--- config.mk ---
export PLATFORM = sky130hd
export DESIGN_NAME = gcd_cordic_cell
export DESIGN_NICKNAME = d
export VERILOG_FILES = /design/src/rtl/core/gcd_pkg.sv /design/src/rtl/core/gcd_cordic_cell.sv
export SDC_FILE = /design/constraint.sdc
export NUM_CORES = 1
export LEC_CHECK = 0
export BUFFER_PORTS_ARGS = -buffer_cell sky130_fd_sc_hd__buf_4
export CORE_MARGIN = 2
export CORE_UTILIZATION = 58
export DETAILED_ROUTE_END_ITERATION = 7
export GPL_ROUTABILITY_DRIVEN = 0
export PLACE_DENSITY = 0.8
export SLEW_MARGIN = 20
export SYNTH_ARGS = -nofsm -noshare
export SYNTH_HDL_FRONTEND = slang
export SYNTH_SLANG_ARGS = --single-unit
--- constraint.sdc ---
create_clock -name clk_i -period 5.85 [get_ports clk_i]
set_clock_uncertainty 0.2 [all_clocks]
set_input_delay 0 -clock clk_i [delete_from_list [all_inputs] [get_ports clk_i]]
set_output_delay 0 -clock clk_i [all_outputs]
set_load 0.05 [all_outputs]
--- src/rtl/core/gcd_pkg.sv ---
// ----------------------------------------------------------------------------
// gcd_pkg
// shared constants, widths and the cordic arctangent table for the
// great-circle distance filter
// ----------------------------------------------------------------------------
package gcd_pkg;

  // default cordic depth
  localparam int unsigned CordicStagesDef = 24;
  // digit steps of the square root
  localparam int unsigned SqrtSteps = 32;

  // datapath widths
  localparam int unsigned CW  = 34;  // cordic x, y, z
  localparam int unsigned SQW = 64;  // square root remainder and root
  localparam int unsigned TW  = 36;  // angle before wrapping
  localparam int unsigned MW  = 29;  // angle magnitude into the multiplier

  // configuration register indexes
  localparam logic [1:0] CfgTargetLat  = 2'd0;
  localparam logic [1:0] CfgTargetLon  = 2'd1;
  localparam logic [1:0] CfgMaxDist    = 2'd2;

  localparam logic [24:0] MaxDistReset = 25'd10240;

  // degree units to q30 radians, scaled by 2^24
  localparam logic [MW-1:0] DegToRadK = 29'd299845282;

  localparam logic signed [TW-1:0] Q30Pi     = 36'sd3373259426;
  localparam logic signed [TW-1:0] Q30HalfPi = 36'sd1686629713;
  localparam logic signed [TW-1:0] Q30TwoPi  = 36'sd6746518852;
  localparam logic signed [CW-1:0] InvGain   = 34'sd652032874;
  localparam logic signed [34:0]   Q30One    = 35'sd1073741824;

  localparam logic signed [31:0] LatLimit = 32'sd94371840;
  localparam logic signed [31:0] LonLimit = 32'sd188743680;

  localparam logic [12:0] EarthRadiusKm = 13'd6371;

  // arctangent of 2^-i in q30
  function automatic logic signed [CW-1:0] atan_step(input int unsigned i);
    logic signed [CW-1:0] v;
    case (i)
      0:  v = 34'sd843314857;
      1:  v = 34'sd497837829;
      2:  v = 34'sd263043837;
      3:  v = 34'sd133525159;
      4:  v = 34'sd67021687;
      5:  v = 34'sd33543516;
      6:  v = 34'sd16775851;
      7:  v = 34'sd8388437;
      8:  v = 34'sd4194283;
      9:  v = 34'sd2097149;
      10: v = 34'sd1048576;
      11: v = 34'sd524288;
      default: begin
        if (i <= 30) v = CW'(64'sd1 <<< (30 - i));
        else v = '0;
      end
    endcase
    return v;
  endfunction

endpackage

--- src/rtl/core/gcd_cordic_cell.sv ---
// ----------------------------------------------------------------------------
// gcd_cordic_cell
// one registered cordic micro-rotation, rotation or vectoring mode
// ----------------------------------------------------------------------------
module gcd_cordic_cell #(
  parameter int unsigned STEP   = 0,
  parameter bit          VECTOR = 1'b0
) (
  input  logic                           clk_i,
  input  logic                           en_i,
  input  logic signed [gcd_pkg::CW-1:0]  x_i,
  input  logic signed [gcd_pkg::CW-1:0]  y_i,
  input  logic signed [gcd_pkg::CW-1:0]  z_i,
  output logic signed [gcd_pkg::CW-1:0]  x_o,
  output logic signed [gcd_pkg::CW-1:0]  y_o,
  output logic signed [gcd_pkg::CW-1:0]  z_o
);

  localparam logic signed [gcd_pkg::CW-1:0] At = gcd_pkg::atan_step(STEP);

  logic signed [gcd_pkg::CW-1:0] dx, dy;
  logic signed [gcd_pkg::CW-1:0] x_d, y_d, z_d;
  logic signed [gcd_pkg::CW-1:0] x_q, y_q, z_q;
  logic                          up;

  always_comb begin
    dx = y_i >>> STEP;
    dy = x_i >>> STEP;
    // rotation drives z to zero, vectoring drives y to zero
    up = VECTOR ? (y_i < 0) : (z_i >= 0);
    if (up) begin
      x_d = x_i - dx;
      y_d = y_i + dy;
      z_d = z_i - At;
    end else begin
      x_d = x_i + dx;
      y_d = y_i - dy;
      z_d = z_i + At;
    end
  end

  always_ff @(posedge clk_i) begin
    if (en_i) begin
      x_q <= x_d;
      y_q <= y_d;
      z_q <= z_d;
    end
  end

  assign x_o = x_q;
  assign y_o = y_q;
  assign z_o = z_q;

endmodule

# After elaboration in Yosys (flattened, before gate mapping)
# Index checks and enable logic that the tools add are counted.
# totals
register_bits	102
latch_bits	0
mem_bits_rw	0
rom_bits	0
inputBits	104
memories	0
# classes
n_addsub	5
multipliers	0
n_div	0
order_cmp	1
n_eq_ne	0
shift	0
n_mux	3
bitwise_logic	0
n_reduce_logical	0
# ops
cell	count
two-way mux 34 bit	3
subtractor 34 bit	2
adder 34 x 31 -> 34 bit (second input constant)	1
adder 34 bit	1
greater-or-equal comparator 34 x 1 -> 1 bit (second input constant)	1
subtractor 34 x 31 -> 34 bit (second input constant)	1

# Depth between registers and ports, before layout
# depth
depth_word	2
mapped_depth	21
mapped_depth_nobuf	18

# Least setup slack after synthesis
# No wires, ideal clock.
# synth_timing
kind	in2reg
startpoint	in z_i[33] (netlist bit)
endpoint	reg z_q (netlist bit z_o[16]) (data pin)
setup_time_ps	267
arrival_ps	3877
t_required_ps	5383
slack_ps	1506
cell_stages	20
n_path_buf	3
path_cell_list	inv_1 -> ha_1 -> nor4b_1 -> nand4_1 -> nor4_1 -> and4_1 -> nand2b_1 -> clkbuf_2 -> buf_2 -> buf_1 -> ha_1 -> nor2b_1 -> o21ai_0 -> nand2b_1 -> a21oi_1 -> o21ai_1 -> a21o_1 -> a21o_1 -> a2111oi_0 -> nor2_1
# synth_via
elab_chain_cells	2
# synth_lines
item	line_no	text
start, declared	gcd_cordic_cell.sv:13	input logic signed [gcd_pkg::CW-1:0] z_i,
greater-or-equal comparator 34 x 1 -> 1 bit	gcd_cordic_cell.sv:30	up = VECTOR ? (y_i < 0) : (z_i >= 0);
two-way mux 34 bit	gcd_cordic_cell.sv:31	if (up) begin
named net z_d (one bit)	gcd_cordic_cell.sv:22	logic signed [gcd_pkg::CW-1:0] x_d, y_d, z_d;
end signal, assigned	gcd_cordic_cell.sv:46	z_q <= z_d;
end, declared	gcd_cordic_cell.sv:23	logic signed [gcd_pkg::CW-1:0] x_q, y_q, z_q;
# The timed path passes the listed nets, and every way through them passes these cells.
# A chain may end at the register's enable or synchronous reset.

# Worst setup path after layout
# layout_timing
startpoint	in z_i[1] (netlist bit)
endpoint	reg z_q (netlist bit z_o[30]) (data pin)
# layout_via
elab_chain_cells	2
word_cells_on_any_way	4
classes_between	2 x add/sub; 1 x order compare; 1 x mux
# layout_lines
item	line_no	text
adder 34 x 31 -> 34 bit, or another cell as far along	gcd_cordic_cell.sv:38	z_d = z_i + At;
two-way mux 34 bit *	gcd_cordic_cell.sv:31	
named net z_d (one bit)	gcd_cordic_cell.sv:22	
# The timed path passes the listed nets; every way through them passes the cells marked *.

==> impl_metrics.tcl <==
set metrics [dict create \
    mostFrequentLayoutCells "buf_4 (209), a21oi_1 (134), ha_1 (132), inv_1 (107), edfxtp_1 (101)" \
    p_total_mw 3.17 \
    relSlewSlack 0.435 \
    setup_tns_ps 0 \
    synth_edf_count 101 \
    hp-class "input port to flop" \
    clockBufferDepth 2 \
    die_w_um 139 \
    vias 10339 \
    cpMaxStageDelayCell "dlygate4sd3_1" \
    path_cells "dlygate4sd3_1, buf_4, nor4_1, nand4_1, nor4_1, and4_1, nand2b_2, buf_4, ha_1, nor2b_1, o21ai_0, nand2b_1, a21oi_1, o21ai_1, a31oi_1, nor3_1, o41ai_1, xnor2_1" \
    cpPeakStageDelay_ps 540 \
    drc 0 \
    arrival_ps 4680 \
    post-cts-setup-buffer-count 0 \
    antenna_found_initial 0 \
    cap_violations 0 \
    syn_nets 1465 \
    fin_area_um2 12800 \
    drive_gt1_frac 0.185 \
    cts-root-buf "clkbuf_16" \
    synth_area_leaders "edfxtp_1 (28%), ha_1 (16%), xnor2_1 (6.4%)" \
    overflow 0 \
    cts_tree "done" \
    path_buf_inv 3 \
    ant_nets 0 \
    worst-setup-path-type "input port to flop" \
    p_leak_nw 5.59 \
    ys_ff_latch 101 \
    ys.flop_type "edfxtp_1" \
    wl_per_cell_um 18.7 \
    rsz0062_at_grt "false" \
    cts_made_buffers 9 \
    numClockSinks 101 \
    synth_area_per_cell_um2 8.69 \
    cp_data_required_time_ps 5730 \
    mostFrequentLayoutCell "buf_4" \
    crit_fanout 37 \
    cp-start-kind "input port" \
    grt_pass1_vias 9562 \
    gr-usage-all-layers 0.307 \
    fin_util 0.711 \
    firstDrtPassIters 6 \
    yosys.area.top_type "edfxtp_1" \
    syn-instance-count 1225 \
    initial_utilization 0.593 \
    finalWorstSetupSlack_ps 1050 \
    place_ws_ps 1220 \
    cts_resized 0 \
    fin_crit_ps 4800 \
    vias_per_cell 6.25 \
    setup_viol 0 \
    fp.dieH_um 139 \
    fin_nets 1660 \
    clk_pin_slew_ps 80 \
    yosys.area.top_type_share 0.285 \
    crit_path_end_kind "flop" \
    rows 49 \
    synth_area_um2 10600 \
    grt_max_degree 57 \
    status "finished with violations" \
    htreeDepth 3 \
    dpl_cell_area_um2 12300 \
    diodes 0 \
    place_hpwl_um 23600 \
    max_freq_mhz 209 \
    drtIter0Drc 1022 \
    power-per-cell-area_nw_per_um2 248 \
    wl_um 30900 \
    area_growth_syn_to_layout_pct 19.9 \
    portBuffers 205 \
    synth.distinct_cells 84 \
    finalHoldViolations 13 \
    critPathTopFamily "simple AND/OR/NAND/NOR gates" \
    dieArea_um2 19500 \
    holdWs_ps -7.43 \
    max-vdd-ir-drop_v 0.000223 \
    ys_seq_area_frac 0.285 \
    async_reset_ff_frac 0 \
    worst_pin_slew_ps 837 \
    coreArea_um2 18000 \
    pin_count 206 \
    period_share 0.820 \
    violations "negative hold slack" \
    slew_viol_final 0 \
    grt_pass1_wl_um 48800 \
    yosysWarningCount 0 \
]
## state kept, by name, indices dropped and copies added, names as in the netlist
name / count
y_o: 33
x_o: 34
z_o: 34
## what timing repair did
action	CTS	global route
hold endpoints to repair	21	0
setup endpoints to repair	0	0
hold buffers	22	0
## synthesized netlist by cell type (all sizes together) (6+ instances only)
master / instances
mux2i: 15
o21a: 13
a21oi: 134
ha: 132
o211ai: 13
a21o: 34
clkbuf: 20
a211oi: 11
o221ai: 6
o21ai: 92
nand4: 12
nor2b: 17
xor2: 16
nand2b: 13
nand3: 16
nor3: 30
o21bai: 20
a31oi: 15
edfxtp: 101
buf: 27
xnor2: 78
and2: 8
a21boi: 6
a2111oi: 7
o31ai: 8
or3: 10
or2: 6
inv: 110
nand2: 54
nor2: 96
o41ai: 9
a31o: 7
nor4: 15
## cell type report
type                            count  area, um2
Timing Repair Buffer              231       1790
Inverter                          111        417
Fill cell                        1433       5200
Sequential cell                   101       3030
Tap cell                          229        287
Clock inverter                      6       40.0
Multi-Input combinational cell    966       6970
Clock buffer                       10        229
## final timing paths
| kind | from | endpoint | slack, ps | cells past startpoint |
|---|---|---|---|---|
| setup / recovery | z_i[1] | z_o[30] | 1050 | 18 |
| hold / removal | en_i | y_o[14] | -7 | 1 |
## per-layer routing
layer  routed length (um)  part of all wire  track usage  vias up
met5                    0                 0            0        -
met2                14400              0.47        0.505      588
met3                 2760             0.089       0.0365       77
met1                12700              0.41        0.414     4810
met4                 1050             0.034        0.124        0
li1                     -                 -            -     4864
## power breakdown
part	total (mW)	internal, mW	leakage, nW	switching [mW]
registers	1.01	0.965	0.989	0.0406
logic	1.60	0.540	4.47	1.06
clock network	0.567	0.289	0.134	0.278
total	3.17	1.79	5.59	1.38
## metrics by stage
stage | std cells | hold WS, ps
global route | 1654 | 13.9
global placement | 1616 | 132
CTS | 1654 | 3.59
floorplan | 1225 | -87.5
detailed placement | 1616 | 136
finish | 1654 | -7.43
## cells by family after synthesis
family | count (synthesis) | synth area share
multiplexers | 15 | 0.0141
adder cells (fa/ha/maj) | 136 | 0.163
AO/OA/AOI/OAI | 417 | 0.253
buffers and inverters | 158 | 0.0606
flip-flops | 101 | 0.285
AND/OR/NAND/NOR | 304 | 0.147
XOR/XNOR | 94 | 0.0773
Power figures use the tool's default switching activity.
