--- src/rtl/core/gcd_pkg.sv ---
// ----------------------------------------------------------------------------
// gcd_pkg
// shared constants, widths and the cordic arctangent table for the
// great-circle distance filter
// ----------------------------------------------------------------------------
package gcd_pkg;

  // default cordic depth
  localparam int unsigned CordicStagesDef = 24;
  // digit steps of the square root
  localparam int unsigned SqrtSteps = 32;

  // datapath widths
  localparam int unsigned CW  = 34;  // cordic x, y, z
  localparam int unsigned SQW = 64;  // square root remainder and root
  localparam int unsigned TW  = 36;  // angle before wrapping
  localparam int unsigned MW  = 29;  // angle magnitude into the multiplier

  // configuration register indexes
  localparam logic [1:0] CfgTargetLat  = 2'd0;
  localparam logic [1:0] CfgTargetLon  = 2'd1;
  localparam logic [1:0] CfgMaxDist    = 2'd2;

  localparam logic [24:0] MaxDistReset = 25'd10240;

  // degree units to q30 radians, scaled by 2^24
  localparam logic [MW-1:0] DegToRadK = 29'd299845282;

  localparam logic signed [TW-1:0] Q30Pi     = 36'sd3373259426;
  localparam logic signed [TW-1:0] Q30HalfPi = 36'sd1686629713;
  localparam logic signed [TW-1:0] Q30TwoPi  = 36'sd6746518852;
  localparam logic signed [CW-1:0] InvGain   = 34'sd652032874;
  localparam logic signed [34:0]   Q30One    = 35'sd1073741824;

  localparam logic signed [31:0] LatLimit = 32'sd94371840;
  localparam logic signed [31:0] LonLimit = 32'sd188743680;

  localparam logic [12:0] EarthRadiusKm = 13'd6371;

  // arctangent of 2^-i in q30
  function automatic logic signed [CW-1:0] atan_step(input int unsigned i);
    logic signed [CW-1:0] v;
    case (i)
      0:  v = 34'sd843314857;
      1:  v = 34'sd497837829;
      2:  v = 34'sd263043837;
      3:  v = 34'sd133525159;
      4:  v = 34'sd67021687;
      5:  v = 34'sd33543516;
      6:  v = 34'sd16775851;
      7:  v = 34'sd8388437;
      8:  v = 34'sd4194283;
      9:  v = 34'sd2097149;
      10: v = 34'sd1048576;
      11: v = 34'sd524288;
      default: begin
        if (i <= 30) v = CW'(64'sd1 <<< (30 - i));
        else v = '0;
      end
    endcase
    return v;
  endfunction

endpackage

--- src/rtl/core/gcd_sqrt_cell.sv ---
// ----------------------------------------------------------------------------
// gcd_sqrt_cell
// one registered step of the binary square root digit recurrence
// ----------------------------------------------------------------------------
module gcd_sqrt_cell #(
  parameter int unsigned STEP = 0
) (
  input  logic                     clk_i,
  input  logic                     en_i,
  input  logic [gcd_pkg::SQW-1:0]  n_i,
  input  logic [gcd_pkg::SQW-1:0]  r_i,
  output logic [gcd_pkg::SQW-1:0]  n_o,
  output logic [gcd_pkg::SQW-1:0]  r_o
);

  localparam logic [gcd_pkg::SQW-1:0] Bit = gcd_pkg::SQW'(1) << (62 - 2 * STEP);

  logic [gcd_pkg::SQW-1:0] trial, n_d, r_d, n_q, r_q;

  always_comb begin
    trial = r_i + Bit;
    if (n_i >= trial) begin
      n_d = n_i - trial;
      r_d = (r_i >> 1) + Bit;
    end else begin
      n_d = n_i;
      r_d = r_i >> 1;
    end
  end

  always_ff @(posedge clk_i) begin
    if (en_i) begin
      n_q <= n_d;
      r_q <= r_d;
    end
  end

  assign n_o = n_q;
  assign r_o = r_q;

endmodule
--- config.mk ---
export PLATFORM = sky130hd
export DESIGN_NAME = gcd_sqrt_cell
export DESIGN_NICKNAME = d
export VERILOG_FILES = /design/src/rtl/core/gcd_pkg.sv /design/src/rtl/core/gcd_sqrt_cell.sv
export SDC_FILE = /design/constraint.sdc
export NUM_CORES = 1
export LEC_CHECK = 0
export ABC_AREA = 0
export BUFFER_PORTS_ARGS = -buffer_cell sky130_fd_sc_hd__buf_4
export CAP_MARGIN = 10
export CORE_MARGIN = 2
export CORE_UTILIZATION = 35
export CTS_CLUSTER_DIAMETER = 40
export DETAILED_ROUTE_END_ITERATION = 12
export SLEW_MARGIN = 40
export SYNTH_ARGS = -nofsm -noshare
export SYNTH_HDL_FRONTEND = slang
export SYNTH_SLANG_ARGS = --single-unit
--- constraint.sdc ---
create_clock -name clk_i -period 3.2 [get_ports clk_i]
set_input_delay 0.48 -clock clk_i [delete_from_list [all_inputs] [get_ports clk_i]]
set_output_delay 0.48 -clock clk_i [all_outputs]
set_load 0.1 [all_outputs]
---- Word level (Yosys, flattened, before mapping) ----
Cells that the tools add are included.
word-level totals
  register bits after elaboration ......... 128
  bits of input ports ..................... 130
  output and inout port bits .............. 128
  word-level logic and storage cells ...... 9
cells by class
  add/sub/neg operators ................... 3
  order comparisons ....................... 1
  multiplexer cells ....................... 2
operator list
  kind                                            count
  adder 63 x 63 -> 64 bit, second input constant  1
  adder 64 x 63 -> 64 bit, second input constant  1
  greater-or-equal comparator 64 bit              1
  2-to-1 mux 64 bit                               1
  subtractor 64 bit                               1
  2-to-1 mux 63 bit                               1

---- Depth between registers and ports, before layout ----
Gate-level depths: netlist of run 1.
  depth after elaboration ................. 3
  gate-level depth with buffers ........... 14
  gate-level depth less buffers ........... 13

---- Least setup slack after synthesis of run 1 ----
No wires, ideal clock.
  path kind ............................... input to register
  from .................................... in r_i[16] (netlist bit)
  to ...................................... reg n_q, in the netlist n_o[60] (data pin)
  setup time .............................. 0.257 ns
  arrival time ............................ 3.082 ns
  data required time ...................... 2.943 ns
  path slack .............................. -0.140 ns
  cell stages on the path ................. 12
  path buffers ............................ 0
  cell sequence ........................... inv_1 > ha_1 > and2_1 > nand3_1 > or3_1 > a41o_1 > nor3_2 > o21ai_1 > o41ai_4 > or4b_1 > a21oi_1 > nor3_1
on the way
  longest elaborated chain between the ends .. 3
  elaborated cells on any way between the ends .. 4
  those cells by class .................... add/sub (2); order compare (1); mux (1)
RTL lines
  element                                                                  RTL line                                  RTL
  start: declaration                                                       gcd_sqrt_cell.sv:11                       input logic [gcd_pkg::SQW-1:0] r_i,
  adder 64 x 63 -> 64 bit (*)                                              gcd_sqrt_cell.sv:21                       trial = r_i + Bit;
  subtractor 64 bit or greater-or-equal comparator 64 bit (tied branches)  gcd_sqrt_cell.sv:23, gcd_sqrt_cell.sv:22
  2-to-1 mux 64 bit (*)                                                    gcd_sqrt_cell.sv:22                       if (n_i >= trial) begin
  named net n_d (one bit)                                                  gcd_sqrt_cell.sv:18                       logic [gcd_pkg::SQW-1:0] trial, n_d, r_d, n_q, r_q;
  end signal: assignment                                                   gcd_sqrt_cell.sv:33                       n_q <= n_d;
  end: declaration                                                         gcd_sqrt_cell.sv:18
Mark *: on every way through the listed nets, which the timed path passes. The rest lies on a longest branch.
A chain may end at the register's enable or synchronous reset.

---- Worst setup path after layout of run 1 ----
  from .................................... in n_i[0] (netlist bit)
  to ...................................... reg n_q, in the netlist n_o[60] (data pin)
on the way
  longest elaborated chain between the ends .. 2
  elaborated cells on any way between the ends .. 3
  those cells by class .................... add/sub (1); order compare (1); mux (1)
RTL lines
  element                                                                  RTL line                                  RTL
  start: declaration                                                       gcd_sqrt_cell.sv:10                       input logic [gcd_pkg::SQW-1:0] n_i,
  subtractor 64 bit or greater-or-equal comparator 64 bit (tied branches)  gcd_sqrt_cell.sv:23, gcd_sqrt_cell.sv:22
  2-to-1 mux 64 bit (*)                                                    gcd_sqrt_cell.sv:22
  named net n_d (one bit)                                                  gcd_sqrt_cell.sv:18
Marks and branches as above.

==> run_results.csv, run 1 <==
group,metric,value,unit
grt,grt_pass1_vias,8176,
logic_synthesis,ys_warn_count,0,
worst_setup_path,crit_fanout,4,
placement,dp_hpwl,20800,um
floorplanning,die_width,161,um
cells_and_area,diodes,0,
floorplanning,floorplan.initialDensity,0.355,
floorplanning,dieHeight,161,um
timing,rsz0062_at_grt,"yes",
routing,wl,26500,um
placement,dpl-instance-area,12300,um^2
cts,ctsHtreeMaxLevel,4,
routing,num_vias,8188,
grt,grt_pass1_wl,42100,um
cts,cts-root-buf,"clkbuf_16",
logic_synthesis,synth_edf_count,128,
cells_and_area,multi_input_area,4490,um^2
timing,tightest_slew,462,ps
cells_and_area,areaGrowthSynthToFinish,52.9,%
worst_setup_path,critical_path_class,"in2reg",
routing,wire_per_inst,15.9,um
floorplanning,rows,57,
routing,drc_errors,0,
placement,place.port_buffers,257,
timing,post-route-min-period,3050,ps
logic_synthesis,synth_area_leaders,"edfxtp_1, ha_1, a21oi_1, a21o_1, xnor2_1",
timing,setup_viol,0,
timing,finalMaxSlewViolations,0,
cts,numClockSinks,128,
logic_synthesis,synth_top_area_cell,"edfxtp_1",
cells_and_area,final_nets,1521,
logic_synthesis,synth-seq-cells,128,
floorplanning,core,24200,um^2
timing,max_freq,0.328,GHz
flow_run,drv_cap,0,
timing,fin_crit_sh,0.953,
grt,grt_antenna_before_repair,0,
routing,avgViaCountPerCell,4.92,
power,peakVddDrop,302,uV
routing,ant_nets,0,
worst_setup_path,critical_path.startpoint,"n_i[0]",
min_path,hold_class,"in2reg",
cts,clockBufferDepth,2,
logic_synthesis,synth_top_area_share,0.446,
cts,cts_buffers,17,
cells_and_area,final_cell_area,13200,um^2
worst_setup_path,endpoint,"n_o[60]$_DFFE_PP_",
cts,path_clk_slew,70,ps
cells_and_area,fillers,2229,
routing,dr.pass1.iters,5,
worst_setup_path,endpoint_kind,"flip-flop",
cts,hold_buffers,0,
cells_and_area,layout_common_cells,"buf_4, edfxtp_1, a21oi_1",
cells_and_area,final_common_cell,"buf_4",
logic_synthesis,syn-num-nets,1080,
grt,grt-ovfl-total,0,
worst_setup_path,cp_data_arrival_time,3230,ps
timing,slew_headroom,0.689,
placement,gp_congestion,0.860,
logic_synthesis,yosysUniqueCellTypes,58,
min_path,min-delay-start,"r_i[46]",
logic_synthesis,netlist_instances,885,
outcome,outcome,"finished, final reports clean",
worst_setup_path,crit_required,3380,ps
floorplanning,dieArea,25900,um^2
routing,drt_iter0_markers,469,
cells_and_area,layout-drive-gt1-share,0.397,
floorplanning,ioPinCount,258,
cells_and_area,fin_util,0.543,
logic_synthesis,synth.avg_cell_area,9.73,um^2
grt,grt_usage,0.203,
power,powerDensity,570,nW/um^2
cells_and_area,register_area,3840,um^2
timing,hold_violations,0,
logic_synthesis,synth_flop_cell,"edfxtp_1",
power,leakage,6.19,nW
logic_synthesis,ys_async_sr_fraction,0,
logic_synthesis,syn_area,8610,um^2
logic_synthesis,synth_seq_area_share,0.446,
worst_setup_path,crit_path_start_kind,"input port",
grt,grt_max_degree,61,
cts,cts_tree,"built",
-- per-layer routing --
metal  share of wire  GRT usage  routed length, um  vias to the layer above
met1            0.46      0.274              12300                     3844
met2            0.48      0.338              12600                      225
li1                -          -                  -                     4100
met5               0          0                  0                        -
met3           0.051     0.0377               1350                       19
met4           0.011     0.0479                302                        0
-- through the flow --
step | worst slack (ps) | total power, mW | setup TNS (ps) | hold slack [ps] | std cells
finish | 152 | 7.50 | 0 | 235 | 1663
global route | -1.36 | 7.79 | -1.36 | 221 | 1663
CTS | 5.13 | 7.53 | 0 | 225 | 1663
detailed placement | -657 | 5.49 | -30190 | 668 | 1623
global placement | -548 | 5.47 | -22820 | 668 | 1623
floorplan | 3.55 | 4.46 | 0 | 579 | 885
-- registers in the layout, summed over array words and instances, names as in the netlist --
| name | flops |
|---|---|
| n_o | 64 |
| r_o | 64 |
-- cell type report --
type                            count  area share
Multi-Input combinational cell    642       0.341
Sequential cell                   128       0.292
Timing Repair Buffer              459       0.271
Clock buffer                       18      0.0326
Tap cell                          324      0.0308
Inverter                           78      0.0222
Clock inverter                     14      0.0106
-- synth_stat cells, drive strengths merged, types with 2 or more instances --
cell type  number
nand4          18
ha             64
nor2           82
nand3          14
o21bai         11
o211ai          7
o21a            7
a21boi          5
and3           13
a21o           49
xnor2          36
nor2b          10
o41ai           3
inv            78
or2             4
and4            3
xor2           20
edfxtp        128
a211oi          4
a41oi           5
o22ai           2
and4b           2
a31oi           7
nand2          52
nor4b           2
nand2b          3
o31a            5
or3             4
a21oi         111
mux2           14
and2           10
a211o           2
o31ai           2
clkbuf         26
nor3           12
buf            11
o21ai          43
-- kinds of logic (layout without fill, tap and decap cells) --
| group | count (synthesis) | count (layout) | synth area share |
|---|---|---|---|
| AO/OA/AOI/OAI | 272 | 272 | 0.198 |
| AND/OR/NAND/NOR | 234 | 234 | 0.132 |
| flip-flops | 128 | 128 | 0.446 |
| buffers and inverters | 115 | 569 | 0.0519 |
| adder cells (fa/ha/maj) | 65 | 65 | 0.0953 |
| XOR/XNOR | 56 | 56 | 0.0570 |
| multiplexers | 15 | 15 | 0.0195 |
-- critical path, stage by stage --
cell and delay, ps:
buf_4 90, inv_2 40, ha_4 160, fa_2 350, nand2b_4 160, a21oi_4 160
o41ai_2 80, buf_4 150, nor4bb_1 110, buf_4 140, nor3_4 130, o21ai_2 100
o41ai_4 290, buf_12 160, or4b_1 430, a21oi_1 130, nor3_1 60
-- worst min path at each step --
stage | to | slack, ps | cells past startpoint
2_1_floorplan | r_o[0]$_DFFE_PP_ | 580 | 0
3_3_place_gp | r_o[5]$_DFFE_PP_ | 670 | 1
3_5_place_dp | r_o[4]$_DFFE_PP_ | 670 | 1
4_1_cts | r_o[45]$_DFFE_PP_ | 220 | 1
5_1_grt | r_o[52]$_DFFE_PP_ | 220 | 1
6_report | r_o[45]$_DFFE_PP_ | 230 | 1
-- where the power goes --
part	total (mW)	internal, mW	leakage (nW)	switching (mW)
Clock	1.96	1.15	0.270	0.810
Combinational	3.40	1.10	4.66	2.30
Sequential	2.15	2.09	1.25	0.0560
Total	7.50	4.34	6.19	3.17
-- repair_timing --
action | CTS | global route
pin swaps | 8 | 2
gates cloned | 2 | 0
gates resized for setup | 9 | 15
setup endpoints to repair | 33 | 48
buffers inserted | 6 | 0
(Power assumes the default switching activity.)
==> inputs of run 2 (changes only) <==
CORE_UTILIZATION = 48   (was 35)
PLACE_DENSITY = 0.78   (was unset)
==> run 2 against run 1 <==
Via count increased by 3.5%; critical path depth decreased by 3; sequential power hardly changed; sequential cell count did not move.
==> run_results.csv, run 2 (same netlist as run 1, synthesis figures left out) <==
group,metric,value,unit
grt,grt_max_degree,54,
cells_and_area,layout_common_cells,"buf_4, edfxtp_1, a21oi_1",
routing,drc_errors,0,
floorplanning,floorplan.initialDensity,0.494,
timing,setup_viol,0,
timing,finalMaxSlewViolations,0,
routing,drt_iter0_markers,636,
power,seqPwrFrac,0.293,
cells_and_area,diodes,0,
cts,cts_tree,"built",
worst_setup_path,crit_fanout,5,
cts,path_clk_slew,60,ps
floorplanning,core,17400,um^2
worst_setup_path,cp_data_arrival_time,3350,ps
power,p_int,4.25,mW
timing,post-route-min-period,3080,ps
grt,grt-ovfl-total,0,
floorplanning,dieHeight,138,um
grt,grt_antenna_before_repair,0,
worst_setup_path,endpoint_kind,"flip-flop",
cts,cts_buffers,17,
power,leakage,5.98,nW
grt,grt_pass1_vias,8398,
timing,hold_violations,0,
timing,slew_headroom,0.654,
power,p_sw_frac,0.422,
timing,tightest_slew,514,ps
placement,place.port_buffers,257,
cts,clockBufferDepth,2,
cts,cts-root-buf,"clkbuf_16",
floorplanning,die_width,138,um
placement,dp_hpwl,20200,um
cells_and_area,final_common_cell,"buf_4",
timing,fin_crit_sh,0.964,
power,p_switching,3.10,mW
floorplanning,ioPinCount,258,
routing,wl,26600,um
routing,ant_nets,0,
cells_and_area,layout-drive-gt1-share,0.376,
floorplanning,dieArea,19000,um^2
worst_setup_path,crit_path_start_kind,"input port",
power,powerDensity,579,nW/um^2
min_path,hold_class,"in2reg",
routing,avgViaCountPerCell,5.54,
cells_and_area,fillers,1254,
flow_run,drv_cap,0,
outcome,outcome,"finished, final reports clean",
cells_and_area,fin_util,0.729,
timing,max_freq,0.324,GHz
power,peakVddDrop,396,uV
cts,ctsHtreeMaxLevel,4,
cts,hold_buffers,0,
cts,numClockSinks,128,
power,pwr-share-comb,0.452,
timing,whs,238,ps
power,clkPwrFrac,0.255,
floorplanning,rows,48,
grt,grt_usage,0.274,
cells_and_area,final_nets,1487,
grt,grt_pass1_wl,40600,um
placement,gp_congestion,0.917,
worst_setup_path,crit_required,3460,ps
worst_setup_path,critical_path_class,"in2reg",
routing,wire_per_inst,17.4,um
routing,dr.pass1.iters,7,
cells_and_area,areaGrowthSynthToFinish,47.5,%
routing,num_vias,8472,
==> run 2: metal layers <==
metal | routed length (um) | share of wire | global-route usage | up-vias
met5 | 0 | 0 | 0 | -
met4 | 584 | 0.022 | 0.0947 | 0
met3 | 1850 | 0.069 | 0.0552 | 60
met2 | 13600 | 0.51 | 0.486 | 362
met1 | 10600 | 0.40 | 0.333 | 4004
li1 | - | - | - | 4046
==> run 2: final cells by class <==
class                      instances  area, um^2  share of cell area
clock inverter                    12         119             0.00936
multi-input combinational        642        4490               0.354
clock buffer                      20         437              0.0344
sequential                       128        3840               0.303
inverter                          78         293              0.0231
tap                              225         282              0.0222
timing repair buffer             425        3230               0.255
==> run 2: power groups by stage <==
stage          Sequential, mW  Combinational, mW  Clock (mW)
2_1_floorplan            3.59              0.866           0
3_3_place_gp             2.18               3.19           0
3_5_place_dp             2.19               3.24           0
4_1_cts                  2.16               3.28        1.90
5_1_grt                  2.18               3.49        1.95
6_report                 2.16               3.32        1.88
==> run 2: critical path: stages <==
cell	delay, ps
buf_4	120
ha_1	330
buf_4	140
nand2_1	70
o21ai_0	230
a31oi_1	180
buf_4	170
a21oi_2	210
o21ai_0	190
a211o_1	380
a21oi_2	230
nor2_1	170
o211a_1	250
nor3_1	190
==> run 2: timing repair <==
item,4_1_cts,5_1_grt
endpoints found under the setup margin,35,56
buffers inserted,2,2
resized for setup,9,19
hold endpoints to repair,0,0
pin swaps,3,7
==> run 2: per-stage QoR <==
step | setup WS, ps | total power [mW] | std cells | area, um^2 | setup TNS (ps)
floorplan | 3.55 | 4.46 | 885 | 8640 | 0
global placement | -413 | 5.38 | 1494 | 12000 | -18470
detailed placement | -538 | 5.43 | 1494 | 12000 | -26970
CTS | 11.3 | 7.33 | 1528 | 12600 | 0
global route | -22.8 | 7.62 | 1530 | 12700 | -22.8
finish | 116 | 7.36 | 1530 | 12700 | 0
==> run 2: worst paths after layout <==
kind | startpoint | to | cells after the start
hold / removal | r_i[10] | r_o[9]$_DFFE_PP_ | 1
setup / recovery | n_i[7] | n_o[57]$_DFFE_PP_ | 14
